File: src/tfrr_pkg.sv
// Shared types and constants of the task and flag round-robin scheduler.
package tfrr_pkg;

   localparam int NUM_TASKS = 8;

   localparam logic [1:0] FUNC_TICK  = 2'd0;
   localparam logic [1:0] FUNC_KILL  = 2'd1;
   localparam logic [1:0] FUNC_IDLE  = 2'd2;
   localparam logic [1:0] FUNC_QUERY = 2'd3;

   localparam logic [4:0] IDLE_ID   = 5'd17;
   localparam logic [3:0] TPR_RESET = 4'd3;

   typedef struct packed {
      logic load;
      logic commit;
   } tfrr_cmd_type;

endpackage

File: src/tfrr_channels.sv
// Channel interfaces for the request, response and register write ports.
interface tfrr_req_if;
   logic       valid;
   logic       ready;
   logic [1:0] func;
   logic [3:0] query_task;

   modport source (output valid, output func, output query_task, input ready);
   modport sink (input valid, input func, input query_task, output ready);
endinterface

interface tfrr_rsp_if;
   logic       valid;
   logic       ready;
   logic [4:0] next_slot;
   logic [4:0] shown_task;
   logic [3:0] running_task;
   logic       in_task_phase;
   logic       idle;
   logic [7:0] alive_mask;
   logic       query_alive;
   logic       none_alive;

   modport source (output valid, output next_slot, output shown_task,
                   output running_task, output in_task_phase, output idle,
                   output alive_mask, output query_alive, output none_alive,
                   input ready);
   modport sink (input valid, input next_slot, input shown_task,
                 input running_task, input in_task_phase, input idle,
                 input alive_mask, input query_alive, input none_alive,
                 output ready);
endinterface

interface tfrr_csr_if;
   logic       valid;
   logic       ready;
   logic [3:0] tasks_per_round;

   modport source (output valid, output tasks_per_round, input ready);
   modport sink (input valid, input tasks_per_round, output ready);
endinterface

File: src/tfrr_ctrl.sv
// Controller state machine sequencing accept, commit and response transfer.
module tfrr_ctrl (
   input  logic                  clock,
   input  logic                  reset,
   input  logic                  req_valid,
   output logic                  req_ready,
   output logic                  rsp_valid,
   input  logic                  rsp_ready,
   output tfrr_pkg::tfrr_cmd_type cmd
);

   typedef enum logic {
      ST_IDLE,
      ST_COMMIT
   } state_type;

   state_type state_ff;
   logic      rsp_valid_ff;

   assign req_ready  = (state_ff == ST_IDLE);
   assign rsp_valid  = rsp_valid_ff;
   assign cmd.load   = req_valid && (state_ff == ST_IDLE);
   assign cmd.commit = (state_ff == ST_COMMIT) && (!rsp_valid_ff || rsp_ready);

   always_ff @(posedge clock) begin
      if (reset) begin
         state_ff     <= ST_IDLE;
         rsp_valid_ff <= 1'b0;
      end else begin
         unique case (state_ff)
            ST_IDLE: begin
               if (req_valid) begin
                  state_ff <= ST_COMMIT;
               end
               if (rsp_ready) begin
                  rsp_valid_ff <= 1'b0;
               end
            end
            ST_COMMIT: begin
               if (!rsp_valid_ff || rsp_ready) begin
                  state_ff     <= ST_IDLE;
                  rsp_valid_ff <= 1'b1;
               end
            end
         endcase
      end
   end

endmodule

File: src/tfrr_datapath.sv
// Scheduler datapath: alive bits, phase counters, task search and response register.
module tfrr_datapath (
   input  logic                   clock,
   input  logic                   reset,
   input  tfrr_pkg::tfrr_cmd_type cmd,
   input  logic [1:0]             req_func,
   input  logic [3:0]             req_query_task,
   input  logic                   csr_we,
   input  logic [3:0]             csr_tasks_per_round,
   output logic [4:0]             rsp_next_slot,
   output logic [4:0]             rsp_shown_task,
   output logic [3:0]             rsp_running_task,
   output logic                   rsp_in_task_phase,
   output logic                   rsp_idle,
   output logic [7:0]             rsp_alive_mask,
   output logic                   rsp_query_alive,
   output logic                   rsp_none_alive
);

   localparam int NUM_TASKS = tfrr_pkg::NUM_TASKS;
   localparam int TW = $clog2(NUM_TASKS + 1);
   localparam int CW = (TW > 4) ? TW : 4;
   localparam int SW = $clog2(2 * NUM_TASKS + 1);

   // The next live task after the given one, wrapping round to the lowest live task.
   function automatic logic [TW-1:0] next_alive(input logic [TW-1:0]        from,
                                                input logic [NUM_TASKS-1:0] mask);
      logic [TW-1:0] res_hi;
      logic [TW-1:0] res_lo;
      res_hi = '0;
      res_lo = '0;
      for (int j = NUM_TASKS - 1; j >= 0; j--) begin
         if (mask[j]) begin
            res_lo = TW'(j + 1);
            if (TW'(j + 1) > from) begin
               res_hi = TW'(j + 1);
            end
         end
      end
      return (res_hi != '0) ? res_hi : res_lo;
   endfunction

   logic [NUM_TASKS-1:0] alive_ff, alive_in;
   logic [3:0]           run_count_ff, run_count_in;
   logic                 task_phase_ff, task_phase_in;
   logic [TW-1:0]        current_ff, current_in;
   logic [TW-1:0]        last_ff, last_in;
   logic [TW-1:0]        alive_count_ff, alive_count_in;
   logic [TW-1:0]        flags_round_ff, flags_round_in;
   logic                 idle_ff, idle_in;
   logic [3:0]           tpr_ff;

   logic [1:0]           func_ff;
   logic [3:0]           query_ff;
   logic [TW-1:0]        cand_ff, cand_in;

   logic [NUM_TASKS-1:0] cur_hit;
   logic [NUM_TASKS-1:0] qry_hit;
   logic                 cur_alive;
   logic                 first_tick;
   logic                 task_end;
   logic                 flag_end;
   logic [TW-1:0]        from_task;
   logic [SW-1:0]        slot_in;
   logic                 none_in;
   logic                 query_alive_in;

   logic [4:0]           next_slot_ff;
   logic [4:0]           shown_task_ff;
   logic [3:0]           running_task_ff;
   logic                 in_task_phase_ff;
   logic                 idle_out_ff;
   logic [7:0]           alive_mask_ff;
   logic                 query_alive_ff;
   logic                 none_alive_ff;

   always_comb begin
      for (int j = 0; j < NUM_TASKS; j++) begin
         cur_hit[j] = (current_ff == TW'(j + 1));
         qry_hit[j] = (CW'(query_ff) == CW'(j + 1));
      end
      cur_alive  = |(alive_ff & cur_hit);
      first_tick = (current_ff == '0);
      task_end   = (run_count_ff >= tpr_ff);
      flag_end   = (CW'(run_count_ff) >= CW'(flags_round_ff));
      priority if (first_tick) begin
         from_task = '0;
      end else if (task_phase_ff) begin
         from_task = task_end ? '0 : current_ff;
      end else begin
         from_task = flag_end ? last_ff : current_ff;
      end
      cand_in = next_alive(from_task, alive_ff);
   end

   always_comb begin
      alive_in       = alive_ff;
      run_count_in   = run_count_ff;
      task_phase_in  = task_phase_ff;
      current_in     = current_ff;
      last_in        = last_ff;
      alive_count_in = alive_count_ff;
      flags_round_in = flags_round_ff;
      idle_in        = idle_ff;
      slot_in        = '0;
      none_in        = 1'b0;
      unique case (func_ff)
         tfrr_pkg::FUNC_TICK: begin
            if (alive_ff == '0) begin
               none_in = 1'b1;
            end else begin
               idle_in    = 1'b0;
               current_in = cand_ff;
               priority if (first_tick) begin
                  last_in      = cand_ff;
                  run_count_in = run_count_ff + 4'd1;
                  slot_in      = SW'(cand_ff);
               end else if (task_phase_ff && task_end) begin
                  task_phase_in  = 1'b0;
                  run_count_in   = 4'd1;
                  flags_round_in = alive_count_ff;
                  slot_in        = SW'(cand_ff) + SW'(NUM_TASKS);
               end else if (task_phase_ff) begin
                  run_count_in = run_count_ff + 4'd1;
                  last_in      = cand_ff;
                  slot_in      = SW'(cand_ff);
               end else if (flag_end) begin
                  task_phase_in = 1'b1;
                  run_count_in  = 4'd1;
                  last_in       = cand_ff;
                  slot_in       = SW'(cand_ff);
               end else begin
                  run_count_in = run_count_ff + 4'd1;
                  slot_in      = SW'(cand_ff) + SW'(NUM_TASKS);
               end
            end
         end
         tfrr_pkg::FUNC_KILL: begin
            if (!first_tick && cur_alive) begin
               alive_in = alive_ff & ~cur_hit;
               if (alive_count_ff != '0) begin
                  alive_count_in = alive_count_ff - TW'(1);
               end
            end
         end
         tfrr_pkg::FUNC_IDLE: begin
            idle_in = 1'b1;
         end
         tfrr_pkg::FUNC_QUERY: begin
         end
      endcase
      query_alive_in = |(alive_in & qry_hit);
   end

   always_ff @(posedge clock) begin
      if (reset) begin
         alive_ff       <= '1;
         run_count_ff   <= 4'd0;
         task_phase_ff  <= 1'b1;
         current_ff     <= '0;
         last_ff        <= '0;
         alive_count_ff <= TW'(NUM_TASKS);
         flags_round_ff <= TW'(NUM_TASKS);
         idle_ff        <= 1'b1;
         tpr_ff         <= tfrr_pkg::TPR_RESET;
      end else begin
         if (cmd.commit) begin
            alive_ff       <= alive_in;
            run_count_ff   <= run_count_in;
            task_phase_ff  <= task_phase_in;
            current_ff     <= current_in;
            last_ff        <= last_in;
            alive_count_ff <= alive_count_in;
            flags_round_ff <= flags_round_in;
            idle_ff        <= idle_in;
         end
         if (csr_we) begin
            tpr_ff <= csr_tasks_per_round;
         end
      end
   end

   always_ff @(posedge clock) begin
      if (cmd.load) begin
         func_ff  <= req_func;
         query_ff <= req_query_task;
         cand_ff  <= cand_in;
      end
      if (cmd.commit) begin
         next_slot_ff     <= 5'(slot_in);
         shown_task_ff    <= idle_in ? tfrr_pkg::IDLE_ID : 5'(current_in);
         running_task_ff  <= 4'(current_in);
         in_task_phase_ff <= task_phase_in;
         idle_out_ff      <= idle_in;
         alive_mask_ff    <= 8'(alive_in);
         query_alive_ff   <= query_alive_in;
         none_alive_ff    <= none_in;
      end
   end

   assign rsp_next_slot     = next_slot_ff;
   assign rsp_shown_task    = shown_task_ff;
   assign rsp_running_task  = running_task_ff;
   assign rsp_in_task_phase = in_task_phase_ff;
   assign rsp_idle          = idle_out_ff;
   assign rsp_alive_mask    = alive_mask_ff;
   assign rsp_query_alive   = query_alive_ff;
   assign rsp_none_alive    = none_alive_ff;

endmodule

File: src/task_flag_round_robin_scheduler_core.sv
// Top level of the task and flag round-robin scheduler.
// Sequence: the live-task search is registered when a request is transferred, and the commit
// step then writes the response into the output register once no earlier response waits.
// A new request is taken only after the commit step; a waiting response stalls only the
// commit step.
// Reset is synchronous and active high: all tasks alive, idle raised, tasks_per_round 3.
module task_flag_round_robin_scheduler_core (
   input  logic              clock,
   input  logic              reset,
   tfrr_req_if.sink          req_ch,
   tfrr_rsp_if.source        rsp_ch,
   tfrr_csr_if.sink          csr_ch
);

   tfrr_pkg::tfrr_cmd_type cmd;

   assign csr_ch.ready = 1'b1;

   tfrr_ctrl u_ctrl (
      .clock     (clock),
      .reset     (reset),
      .req_valid (req_ch.valid),
      .req_ready (req_ch.ready),
      .rsp_valid (rsp_ch.valid),
      .rsp_ready (rsp_ch.ready),
      .cmd       (cmd)
   );

   tfrr_datapath u_datapath (
      .clock               (clock),
      .reset               (reset),
      .cmd                 (cmd),
      .req_func            (req_ch.func),
      .req_query_task      (req_ch.query_task),
      .csr_we              (csr_ch.valid),
      .csr_tasks_per_round (csr_ch.tasks_per_round),
      .rsp_next_slot       (rsp_ch.next_slot),
      .rsp_shown_task      (rsp_ch.shown_task),
      .rsp_running_task    (rsp_ch.running_task),
      .rsp_in_task_phase   (rsp_ch.in_task_phase),
      .rsp_idle            (rsp_ch.idle),
      .rsp_alive_mask      (rsp_ch.alive_mask),
      .rsp_query_alive     (rsp_ch.query_alive),
      .rsp_none_alive      (rsp_ch.none_alive)
   );

endmodule

File: src/flat_wrapper.sv
// flat-port wrapper written by rule: the top's interface ports become plain ports
module task_flag_round_robin_scheduler_core_flat 
  (clock, reset, req_ch_valid, req_ch_func, req_ch_query_task, req_ch_ready, rsp_ch_valid, rsp_ch_next_slot, rsp_ch_shown_task, rsp_ch_running_task, rsp_ch_in_task_phase, rsp_ch_idle, rsp_ch_alive_mask, rsp_ch_query_alive, rsp_ch_none_alive, rsp_ch_ready, csr_ch_valid, csr_ch_tasks_per_round, csr_ch_ready);
  tfrr_req_if req_ch_i ();
  tfrr_rsp_if rsp_ch_i ();
  tfrr_csr_if csr_ch_i ();
  input  logic clock;
  input  logic reset;
  input wire logic [$bits(req_ch_i.valid)-1:0] req_ch_valid;
  input wire logic [$bits(req_ch_i.func)-1:0] req_ch_func;
  input wire logic [$bits(req_ch_i.query_task)-1:0] req_ch_query_task;
  output wire logic [$bits(req_ch_i.ready)-1:0] req_ch_ready;
  output wire logic [$bits(rsp_ch_i.valid)-1:0] rsp_ch_valid;
  output wire logic [$bits(rsp_ch_i.next_slot)-1:0] rsp_ch_next_slot;
  output wire logic [$bits(rsp_ch_i.shown_task)-1:0] rsp_ch_shown_task;
  output wire logic [$bits(rsp_ch_i.running_task)-1:0] rsp_ch_running_task;
  output wire logic [$bits(rsp_ch_i.in_task_phase)-1:0] rsp_ch_in_task_phase;
  output wire logic [$bits(rsp_ch_i.idle)-1:0] rsp_ch_idle;
  output wire logic [$bits(rsp_ch_i.alive_mask)-1:0] rsp_ch_alive_mask;
  output wire logic [$bits(rsp_ch_i.query_alive)-1:0] rsp_ch_query_alive;
  output wire logic [$bits(rsp_ch_i.none_alive)-1:0] rsp_ch_none_alive;
  input wire logic [$bits(rsp_ch_i.ready)-1:0] rsp_ch_ready;
  input wire logic [$bits(csr_ch_i.valid)-1:0] csr_ch_valid;
  input wire logic [$bits(csr_ch_i.tasks_per_round)-1:0] csr_ch_tasks_per_round;
  output wire logic [$bits(csr_ch_i.ready)-1:0] csr_ch_ready;
  assign req_ch_i.valid = req_ch_valid;
  assign req_ch_i.func = req_ch_func;
  assign req_ch_i.query_task = req_ch_query_task;
  assign req_ch_ready = req_ch_i.ready;
  assign rsp_ch_valid = rsp_ch_i.valid;
  assign rsp_ch_next_slot = rsp_ch_i.next_slot;
  assign rsp_ch_shown_task = rsp_ch_i.shown_task;
  assign rsp_ch_running_task = rsp_ch_i.running_task;
  assign rsp_ch_in_task_phase = rsp_ch_i.in_task_phase;
  assign rsp_ch_idle = rsp_ch_i.idle;
  assign rsp_ch_alive_mask = rsp_ch_i.alive_mask;
  assign rsp_ch_query_alive = rsp_ch_i.query_alive;
  assign rsp_ch_none_alive = rsp_ch_i.none_alive;
  assign rsp_ch_i.ready = rsp_ch_ready;
  assign csr_ch_i.valid = csr_ch_valid;
  assign csr_ch_i.tasks_per_round = csr_ch_tasks_per_round;
  assign csr_ch_ready = csr_ch_i.ready;
  task_flag_round_robin_scheduler_core u_core (.clock(clock), .reset(reset), .req_ch(req_ch_i), .rsp_ch(rsp_ch_i), .csr_ch(csr_ch_i));
endmodule
File: config.mk
export PLATFORM = sky130hd
export DESIGN_NAME = task_flag_round_robin_scheduler_core_flat
export DESIGN_NICKNAME = d
export VERILOG_FILES = /design/src/tfrr_pkg.sv /design/src/tfrr_channels.sv /design/src/tfrr_ctrl.sv /design/src/tfrr_datapath.sv /design/src/task_flag_round_robin_scheduler_core.sv /design/src/flat_wrapper.sv
export SDC_FILE = /design/constraint.sdc
export NUM_CORES = 1
export LEC_CHECK = 0
export BUFFER_PORTS_ARGS = -buffer_cell sky130_fd_sc_hd__buf_2
export CORE_UTILIZATION = 60
export CTS_CLUSTER_SIZE = 25
export DETAILED_ROUTE_END_ITERATION = 8
export HOLD_SLACK_MARGIN = 0.15
export PLACE_DENSITY = 0.82
export REMOVE_ABC_BUFFERS = 1
export SETUP_SLACK_MARGIN = 0.02
export SLEW_MARGIN = 20
export SYNTH_ARGS = -nofsm -noshare
export SYNTH_HDL_FRONTEND = slang
export SYNTH_SLANG_ARGS = --single-unit
File: constraint.sdc
create_clock -name clock -period 4.4 [get_ports clock]
set_clock_uncertainty 0.1 [all_clocks]
set_input_delay 0.44 -clock clock [delete_from_list [all_inputs] [get_ports clock]]
set_output_delay 0.44 -clock clock [all_outputs]
set_load 0.02 [all_outputs]
; ---- After elaboration in Yosys (flattened, before gate mapping)
; Index checks and enable logic that the tools add are counted.
[word_totals]
out_inout_bits = 29
register_bits = 72
wordCells = 149
[op_classes]
n_lt_le_gt_ge = 10
bitwise_logic = 8
muxes = 61
n_eq_ne = 21
n_reduce_logical = 22
n_addsub = 3
[ops]
columns = operator, n
row1 = $mux 4, 40
row2 = $eq 4x3->1 const B, 8
row3 = $and 8x8->8, 3
row4 = $mux 5, 4
row5 = $eq 4x2->1 const B, 4
row6 = $gt 3x4->1 const A, 4
row7 = $mux 8, 2
row8 = $reduce_or 8->1, 2
row9 = $mux 1, 12
row10 = $reduce_and 5->1, 2
row11 = $eq 4x1->1 const B, 2
row12 = $eq 4x4->1 const B, 2
row13 = $ge 4x4->1, 2
row14 = $gt 2x4->1 const A, 2
row15 = $logic_not 8->1, 1
row16 = $not 8->8, 1
row17 = $reduce_bool 4->1, 2
row18 = $pmux 1 s2, 3
row19 = $add 4x4->5 const B, 1
row20 = $add 4x1->4 const B, 1
row21 = $gt 1x4->1 const A, 1
row22 = $gt 4x4->1 const A, 1
row23 = $logic_and 1x1->1, 4
row24 = $logic_not 4->1, 1
row25 = other kinds (15), 20

; ---- Depth between registers and ports, before layout
; Gate-level depths: netlist (run 1).
[depth]
word_depth = 23
mapped_depth = 11

; ---- Cells and area by module
; From an unflattened synthesis (run 1), not the netlist that was laid out.
[unflattened]
cells_unflattened = 371
area_unflattened_um2 = 3719.8
[by_module_without_submodules]
columns = module, cells_each, area_each_um2, seq_area_each_um2, n_inst
row1 = tfrr_datapath, 360, 3621.0, 1731.7, 1
row2 = tfrr_ctrl, 9, 87.6, 40.0, 1
row3 = task_flag_round_robin_scheduler_core, 2, 11.3, 0.0, 1

; ---- Worst setup path after synthesis (run 1)
; No wires, ideal clock.
[synth_timing]
path_kind = reg-to-reg
start = reg u_core.u_datapath.run_count_ff[0]
end = reg u_core.u_datapath.cand_ff[0] (data pin)
t_required_ns = 4.039
n_path_buf = 1
t_arrival_ns = 2.541
slack_ns = 1.497
setup_ns = 0.261
stages_incl_launch_ff = 12
cell_sequence = dfxtp_1 inv_1 ha_1 nand2b_1 a211oi_1 o21ai_1 o211a_1 clkbuf_1 or2_0 a311o_1 a22oi_1 o21ai_1
[synth_between]
elab_chain_len = 23
word_cells_on_any_way = 32
cone_classes = order compare (10) / mux (21) / reduce/logical (1)
[synth_rtl]
columns = item, line
row1 = start: declaration, tfrr_datapath.sv:44  ; logic [3:0] run_count_ff, run_count_in;
row2 = start signal: assignment, tfrr_datapath.sv:169  ; run_count_ff <= run_count_in;
row3 = $ge 4x4->1 (on tied branches), "tfrr_datapath.sv:85, tfrr_datapath.sv:84"
row4 = $mux 4 (on tied branches), "tfrr_datapath.sv:91, tfrr_datapath.sv:89"
row5 = $mux 4 *, tfrr_datapath.sv:88  ; end else if (task_phase_ff) begin
row6 = $mux 4 *, tfrr_datapath.sv:86  ; priority if (first_tick) begin
row7 = $gt 4x4->1, tfrr_datapath.sv:35  ; if (TW'(j + 1) > from) begin
row8 = $mux 4, tfrr_datapath.sv:35
row9 = $mux 4, tfrr_datapath.sv:33  ; if (mask[j]) begin
row10 = $mux 4, tfrr_datapath.sv:35
row11 = [... 8 more ...], n/a
row12 = $mux 4, tfrr_datapath.sv:33
row13 = $mux 4, tfrr_datapath.sv:35
row14 = $mux 4, tfrr_datapath.sv:33
row15 = $mux 4, tfrr_datapath.sv:35
row16 = $mux 4 *, tfrr_datapath.sv:33
row17 = $reduce_bool 4->1, tfrr_datapath.sv:40  ; return (res_hi != '0) ? res_hi : res_lo;
row18 = $mux 4 *, tfrr_datapath.sv:40
row19 = via u_core.u_datapath.cand_in[0], tfrr_datapath.sv:55  ; logic [TW-1:0] cand_ff, cand_in;
row20 = end signal: assignment, tfrr_datapath.sv:187  ; cand_ff <= cand_in;
row21 = end: declaration, tfrr_datapath.sv:55
; The timed path passes the listed nets; every way through them passes the cells marked *.
; A chain may end at the register's enable or synchronous reset.

; ---- Worst setup path after layout (run 1)
; Ends and elaborated chain as after synthesis.

==> results of run 1 <==
## metrics by stage
step | instance area [µm²] | setup WS [ns] | util (%) | power [µW]
6_report | 4090 | 1.27 | 69.0 | 1430
5_1_grt | 4090 | 1.05 | 69.0 | 1480
4_1_cts | 4080 | 1.30 | 68.9 | 1440
3_5_place_dp | 3860 | 1.35 | 65.2 | 880
3_3_place_gp | 3860 | 1.42 | 65.2 | 876
2_1_floorplan | 3550 | 1.58 | - | 834
## power by group through the flow
stage                     Sequential [µW]  Clock (µW)  Combinational, µW
final                                 742         562                125
after CTS                             742         570                124
after global placement                756           0                120
after global routing                  746         595                139
after floorplan                       767           0               67.3
after detailed placement              757           0                123
## layer usage
layer / wire, µm / vias up
li1: - / 1444
met1: 3710 / 1412
met2: 3680 / 108
met3: 428 / 13
met4: 127 / 0
met5: 0 / -
## registers in the layout, indices dropped and copies added (netlist names), 5 cells and up
name	flops
u_core.u_datapath.alive_ff	8
u_core.u_datapath.rsp_alive_mask	8
u_core.u_datapath.rsp_next_slot	5
u_core.u_datapath.rsp_shown_task	5
## cell usage after synthesis (6+ instances only)
library cell,instances,area [µm²]
a211oi_1,6,45.0
ha_1,11,138
o21a_1,7,52.6
mux2i_1,12,120
nor2b_1,7,43.8
o21ai_0,13,65.1
inv_1,23,86.3
a21oi_1,20,100
edfxtp_1,35,1050
a211o_1,10,87.6
nand2_1,26,97.6
nor2_1,35,131
nand4_1,6,37.5
dfxtp_1,36,721
nor3_1,8,40.0
clkbuf_1,17,63.8
## final cells by class
| cell class | count | area [µm²] |
|---|---|---|
| fillers | 483 | 1830 |
| flip-flops and latches | 71 | 1770 |
| multi-input cells | 256 | 1690 |
| repair buffers | 44 | 228 |
| clock buffers | 11 | 131 |
| well taps | 75 | 93.8 |
| inverters | 23 | 86.3 |
| clock inverters | 5 | 83.8 |
## worst max-delay path: cells and delay by family, from the launching register on
kind,cells,cell delay (ns)
AND/OR/NAND/NOR,2,0.40
AO/OA/AOI/OAI,6,1.61
adder cells (fa/ha/maj),1,0.28
flip-flops,1,0.41
buffers and inverters,1,0.09
## timing repair
| item | 4_1_cts | 5_1_grt |
|---|---|---|
| setup buffers | 0 | 0 |
| endpoints found under the hold margin | 0 | 1 |
| hold buffers | 0 | 1 |
## kinds of logic (layout without fill, tap and decap cells)
family                   after synthesis  count (layout)  synth area share, %
buffers and inverters                 49              83                 5.69
multiplexers                          15              15                 4.19
AO/OA/AOI/OAI                        103             103                 20.0
other                                  1               1                0.102
adder cells (fa/ha/maj)               11              11                 3.75
AND/OR/NAND/NOR                      123             123                 17.4
flip-flops                            71              71                 48.2
XOR/XNOR                               3               3                0.715
## worst max path at each step
| stage | slack, ns | to | depth (start not counted) | startpoint |
|---|---|---|---|---|
| 2_1_floorplan | 1.58 | u_core.u_datapath.cand_ff[0] | 10 | u_core.u_datapath.run_count_ff[0] |
| 3_3_place_gp | 1.42 | u_core.u_datapath.cand_ff[0] | 10 | u_core.u_datapath.run_count_ff[0] |
| 3_5_place_dp | 1.35 | u_core.u_datapath.cand_ff[0] | 10 | u_core.u_datapath.run_count_ff[0] |
| 4_1_cts | 1.30 | u_core.u_datapath.cand_ff[0] | 10 | u_core.u_datapath.run_count_ff[0] |
| 5_1_grt | 1.05 | u_core.u_datapath.cand_ff[0] | 10 | u_core.u_datapath.run_count_ff[0] |
| 6_report | 1.27 | u_core.u_datapath.cand_ff[0] | 10 | u_core.u_datapath.run_count_ff[0] |
==> impl_metrics.tcl, run 1 <==
set metrics [dict create \
    avgSynthCellArea_um2 9.77 \
    slowest_delay_ns 0.41 \
    coreArea_um2 5920 \
    period_share_pct 71.2 \
    dr_total_vias 2977 \
    worstMarginPinSlew_ns 0.948 \
    hold_viol 0 \
    drive_gt1_share_pct 15.6 \
    place.gp.congestion 0.939 \
    hold_class "in2reg" \
    wl_um 7940 \
    first_iter_violations 251 \
    rows 28 \
    slowest_stage "dfxtp_1" \
    rsz0062_at_grt "no" \
    p_int_uw 1090 \
    ys_seq_elements 71 \
    grt_util_all_layers_pct 26.6 \
    insertion_delay_ns 0.35 \
    cp_cell_sequence "inv_1 > ha_1 > nand2b_1 > a211oi_1 > o21ai_1 > o211a_1 > or2_0 > a311o_1 > a22oi_1 > o21ai_1" \
    fmax_mhz 319 \
    grt_max_degree 34 \
    grt_overflow 0 \
    diodes 0 \
    holdPathEnd "u_core.u_datapath.func_ff[1]" \
    status "completed" \
    cellLeakagePower_uw 0.00160 \
    drc_errors 0 \
    rr_worst_depth 10 \
    hold_ws_ns 0.155 \
    drv_cap 0 \
    hpwlAfterDp_um 5580 \
    drv_slew 0 \
    clkTransAtPathRegs_ns 0.08 \
    use_met3_pct 5.00 \
    syn_inst 376 \
    nNetsFinal 431 \
    yosysSeqAreaShare_pct 48.2 \
    grt_first_pass_wirelength_um 13000 \
    post_cts_resized 0 \
    cp_max_fo 11 \
    setup_tns_ns 0 \
    synth-edff-count 35 \
    setup.worst_path.start_class "register" \
    r2r_end "u_core.u_datapath.cand_ff[0]" \
    p_clk_share_pct 39.3 \
    place_inst 468 \
    ys_async_sr_fraction_pct 0 \
    routed_via_density 6.14 \
    cts_max_level 3 \
    reg2reg_from "u_core.u_datapath.run_count_ff[0]" \
    first_pass_iters 5 \
    hold_depth 1 \
    finalSetupViolCount 0 \
    clkSinkCount 71 \
    portBuffers 42 \
    path_common_cell "o21ai_1" \
    top_usage_layer "met2" \
    most-common-layout-cells "42 x buf_2, 36 x dfxtp_1, 35 x nor2_1, 35 x edfxtp_1, 26 x nand2_1" \
    critPathRequiredTime_ns 4.39 \
    power.density_nw_per_um2 350 \
    synthFlopType "dfxtp_1" \
    layout_commonest_cell "buf_2" \
    cts_tree "yes" \
    p_seq_share_pct 51.9 \
    min_period_ns 3.13 \
    numCtsBuffers 9 \
    synth.distinct_cells 67 \
    arrival_ns 3.12 \
    die_x_um 80.2 \
    cts_buffer_depth 2 \
    pin_count 44 \
    switchingPower_uw 343 \
    hold_start "req_ch_func[1]" \
    pwr-share-comb_pct 8.7 \
    gr-usage-met1_pct 36.5 \
    grt_antenna_before_repair 0 \
    dieArea_um2 6440 \
    yosys_warnings 0 \
    wl_per_cell_um 16.4 \
    netSwitchingFraction_pct 24.0 \
    grt_pass1_vias 2738 \
    grt_use_met2_pct 41.7 \
    end_kind "register" \
    postRouteAntennaNets 0 \
    slew_headroom_pct 36.7 \
    crit_type "reg2reg" \
    die_h_um 80.2 \
    cts-root-buf "clkbuf_8" \
    timing.reg2reg.setup_slack_ns 1.27 \
    layout.cells.non_filler 485 \
    ir_worst_vdd_mv 0.283 \
    area_delta_synth_final_pct 11.3 \
    syn_area_um2 3670 \
    start_util_pct 62.0 \
]
Note: power is estimated with default switching activity, not from simulation.
==> inputs of run 2 (changes only) <==
--- a/config.mk
+++ b/config.mk
@@ -6,11 +6,11 @@
 export NUM_CORES = 1
 export LEC_CHECK = 0
 export BUFFER_PORTS_ARGS = -buffer_cell sky130_fd_sc_hd__buf_2
-export CORE_UTILIZATION = 60
+export CORE_UTILIZATION = 58
 export CTS_CLUSTER_SIZE = 25
 export DETAILED_ROUTE_END_ITERATION = 8
 export HOLD_SLACK_MARGIN = 0.15
-export PLACE_DENSITY = 0.82
+export PLACE_DENSITY = 0.8
 export REMOVE_ABC_BUFFERS = 1
 export SETUP_SLACK_MARGIN = 0.02
 export SLEW_MARGIN = 20
==> constraint.sdc (replaced) <==
create_clock -name clock -period 3.2 [get_ports clock]
set_clock_uncertainty 0.1 [all_clocks]
set_input_delay 0.32 -clock clock [delete_from_list [all_inputs] [get_ports clock]]
set_output_delay 0.32 -clock clock [all_outputs]
set_load 0.02 [all_outputs]
==> impl_metrics.tcl, run 2 (same netlist as run 1, synthesis figures left out) <==
set metrics [dict create \
    cts-root-buf "clkbuf_8" \
    power.density_nw_per_um2 452 \
    numCtsBuffers 9 \
    diodes 0 \
    clkTransAtPathRegs_ns 0.08 \
    setup_tns_ns 0 \
    status "completed" \
    drc_errors 0 \
    grt_pass1_vias 2765 \
    cp_max_fo 11 \
    insertion_delay_ns 0.36 \
    fin_ws_ns 0.196 \
    end_kind "register" \
    wl_um 8380 \
    wl_per_cell_um 16.6 \
    nNetsFinal 452 \
    postRouteAntennaNets 0 \
    hpwlAfterDp_um 5570 \
    rows 28 \
    grt_antenna_before_repair 0 \
    critPathRequiredTime_ns 3.20 \
    grt_first_pass_wirelength_um 13300 \
    period_share_pct 93.9 \
    hold_viol 0 \
    dr_total_vias 3118 \
    min_period_ns 3.00 \
    layout_commonest_cell "buf_2" \
    coreArea_um2 6030 \
    worstMarginPinSlew_ns 1.03 \
    cts_max_level 3 \
    fmax_mhz 333 \
    cts_buffer_depth 2 \
    drv_cap 0 \
    hold_class "in2reg" \
    grt_max_degree 34 \
    most-common-layout-cells "42 x buf_2, 36 x dfxtp_1, 35 x nor2_1, 35 x edfxtp_1, 26 x nand2_1" \
    first_pass_iters 5 \
    grt_overflow 0 \
    die_h_um 81.6 \
    arrival_ns 3.01 \
    cts_tree "yes" \
    clkSinkCount 71 \
    dieArea_um2 6660 \
    nFillCells 466 \
    drv_slew 0 \
    grt_util_all_layers_pct 26.8 \
    die_x_um 81.6 \
    crit_type "reg2reg" \
    ir_worst_vdd_mv 0.310 \
    setup.worst_path.start_class "register" \
    routed_via_density 6.16 \
    drive_gt1_share_pct 18.3 \
    slew_headroom_pct 31.4 \
    rsz0062_at_grt "no" \
    place.gp.congestion 0.941 \
    area_delta_synth_final_pct 16.1 \
    first_iter_violations 296 \
    pin_count 44 \
    cellLeakagePower_uw 0.00170 \
    place_ws_ns 0.0966 \
    start_util_pct 61.0 \
    finalSetupViolCount 0 \
    portBuffers 42 \
]
==> run 2: path summary, 6_finish.rpt <==
kind              slack [ns]                                  end  cells after the start                                 from
setup reg to reg        0.20         u_core.u_datapath.cand_ff[0]                     10    u_core.u_datapath.run_count_ff[0]
hold reg to reg         0.37  u_core.u_datapath.flags_round_ff[3]                      2  u_core.u_datapath.flags_round_ff[3]
hold / removal          0.16          u_core.u_datapath.tpr_ff[1]                      2                         csr_ch_valid
setup / recovery        0.20         u_core.u_datapath.cand_ff[0]                     10    u_core.u_datapath.run_count_ff[0]
==> run 2: cell type report <==
class,instances,area (µm²),area share (%)
clock buffers,9,124,2.90
clock inverters,7,72.6,1.70
inverters,23,86.3,2.02
multi-input cells,256,1710,40.0
flip-flops and latches,71,1770,41.5
well taps,75,93.8,2.20
repair buffers,65,413,9.68
==> run 2: repair_timing <==
item,4_1_cts,5_1_grt
setup endpoints to repair,0,2
buffers inserted,0,0
hold buffers,12,0
resized for setup,0,4
hold endpoints to repair,12,0
==> run 2: per-layer routing <==
metal  vias up  wire (µm)  GRT usage, %  share of wire, %
li1       1483          -             -                 -
met1      1450       3660          35.6                44
met2       161       3910          41.5                47
met3        24        577          4.67               6.9
met4         0        235          14.9               2.8
met5         -          0             0                 0
==> run 2: report_power, final <==
part | internal [µW] | total, µW | switching [µW]
Combinational | 73.8 | 193 | 119
Sequential | 992 | 1020 | 26.2
Clock | 361 | 716 | 356
==> run 2: critical path, stage by stage, from the launching register on <==
cell,delay [ns]
dfxtp_1,0.40
inv_1,0.08
ha_1,0.28
nand2b_1,0.16
a211oi_2,0.35
o21ai_2,0.17
o211a_2,0.39
or2_0,0.24
a311o_1,0.35
a22oi_1,0.13
o21ai_1,0.09
==> run 2: through the flow <==
step                      power (µW)  hold WS [ns]  cell area (µm²)  cells  util, %
after floorplan                 1150         0.289             3550    350        -
after CTS                       1930         0.166             4250    506     70.6
after detailed placement        1210         0.360             3940    478     65.3
after global placement          1210         0.348             3940    478     65.3
after global routing            1990         0.200             4270    506     70.8
final                           1930         0.165             4270    506     70.8
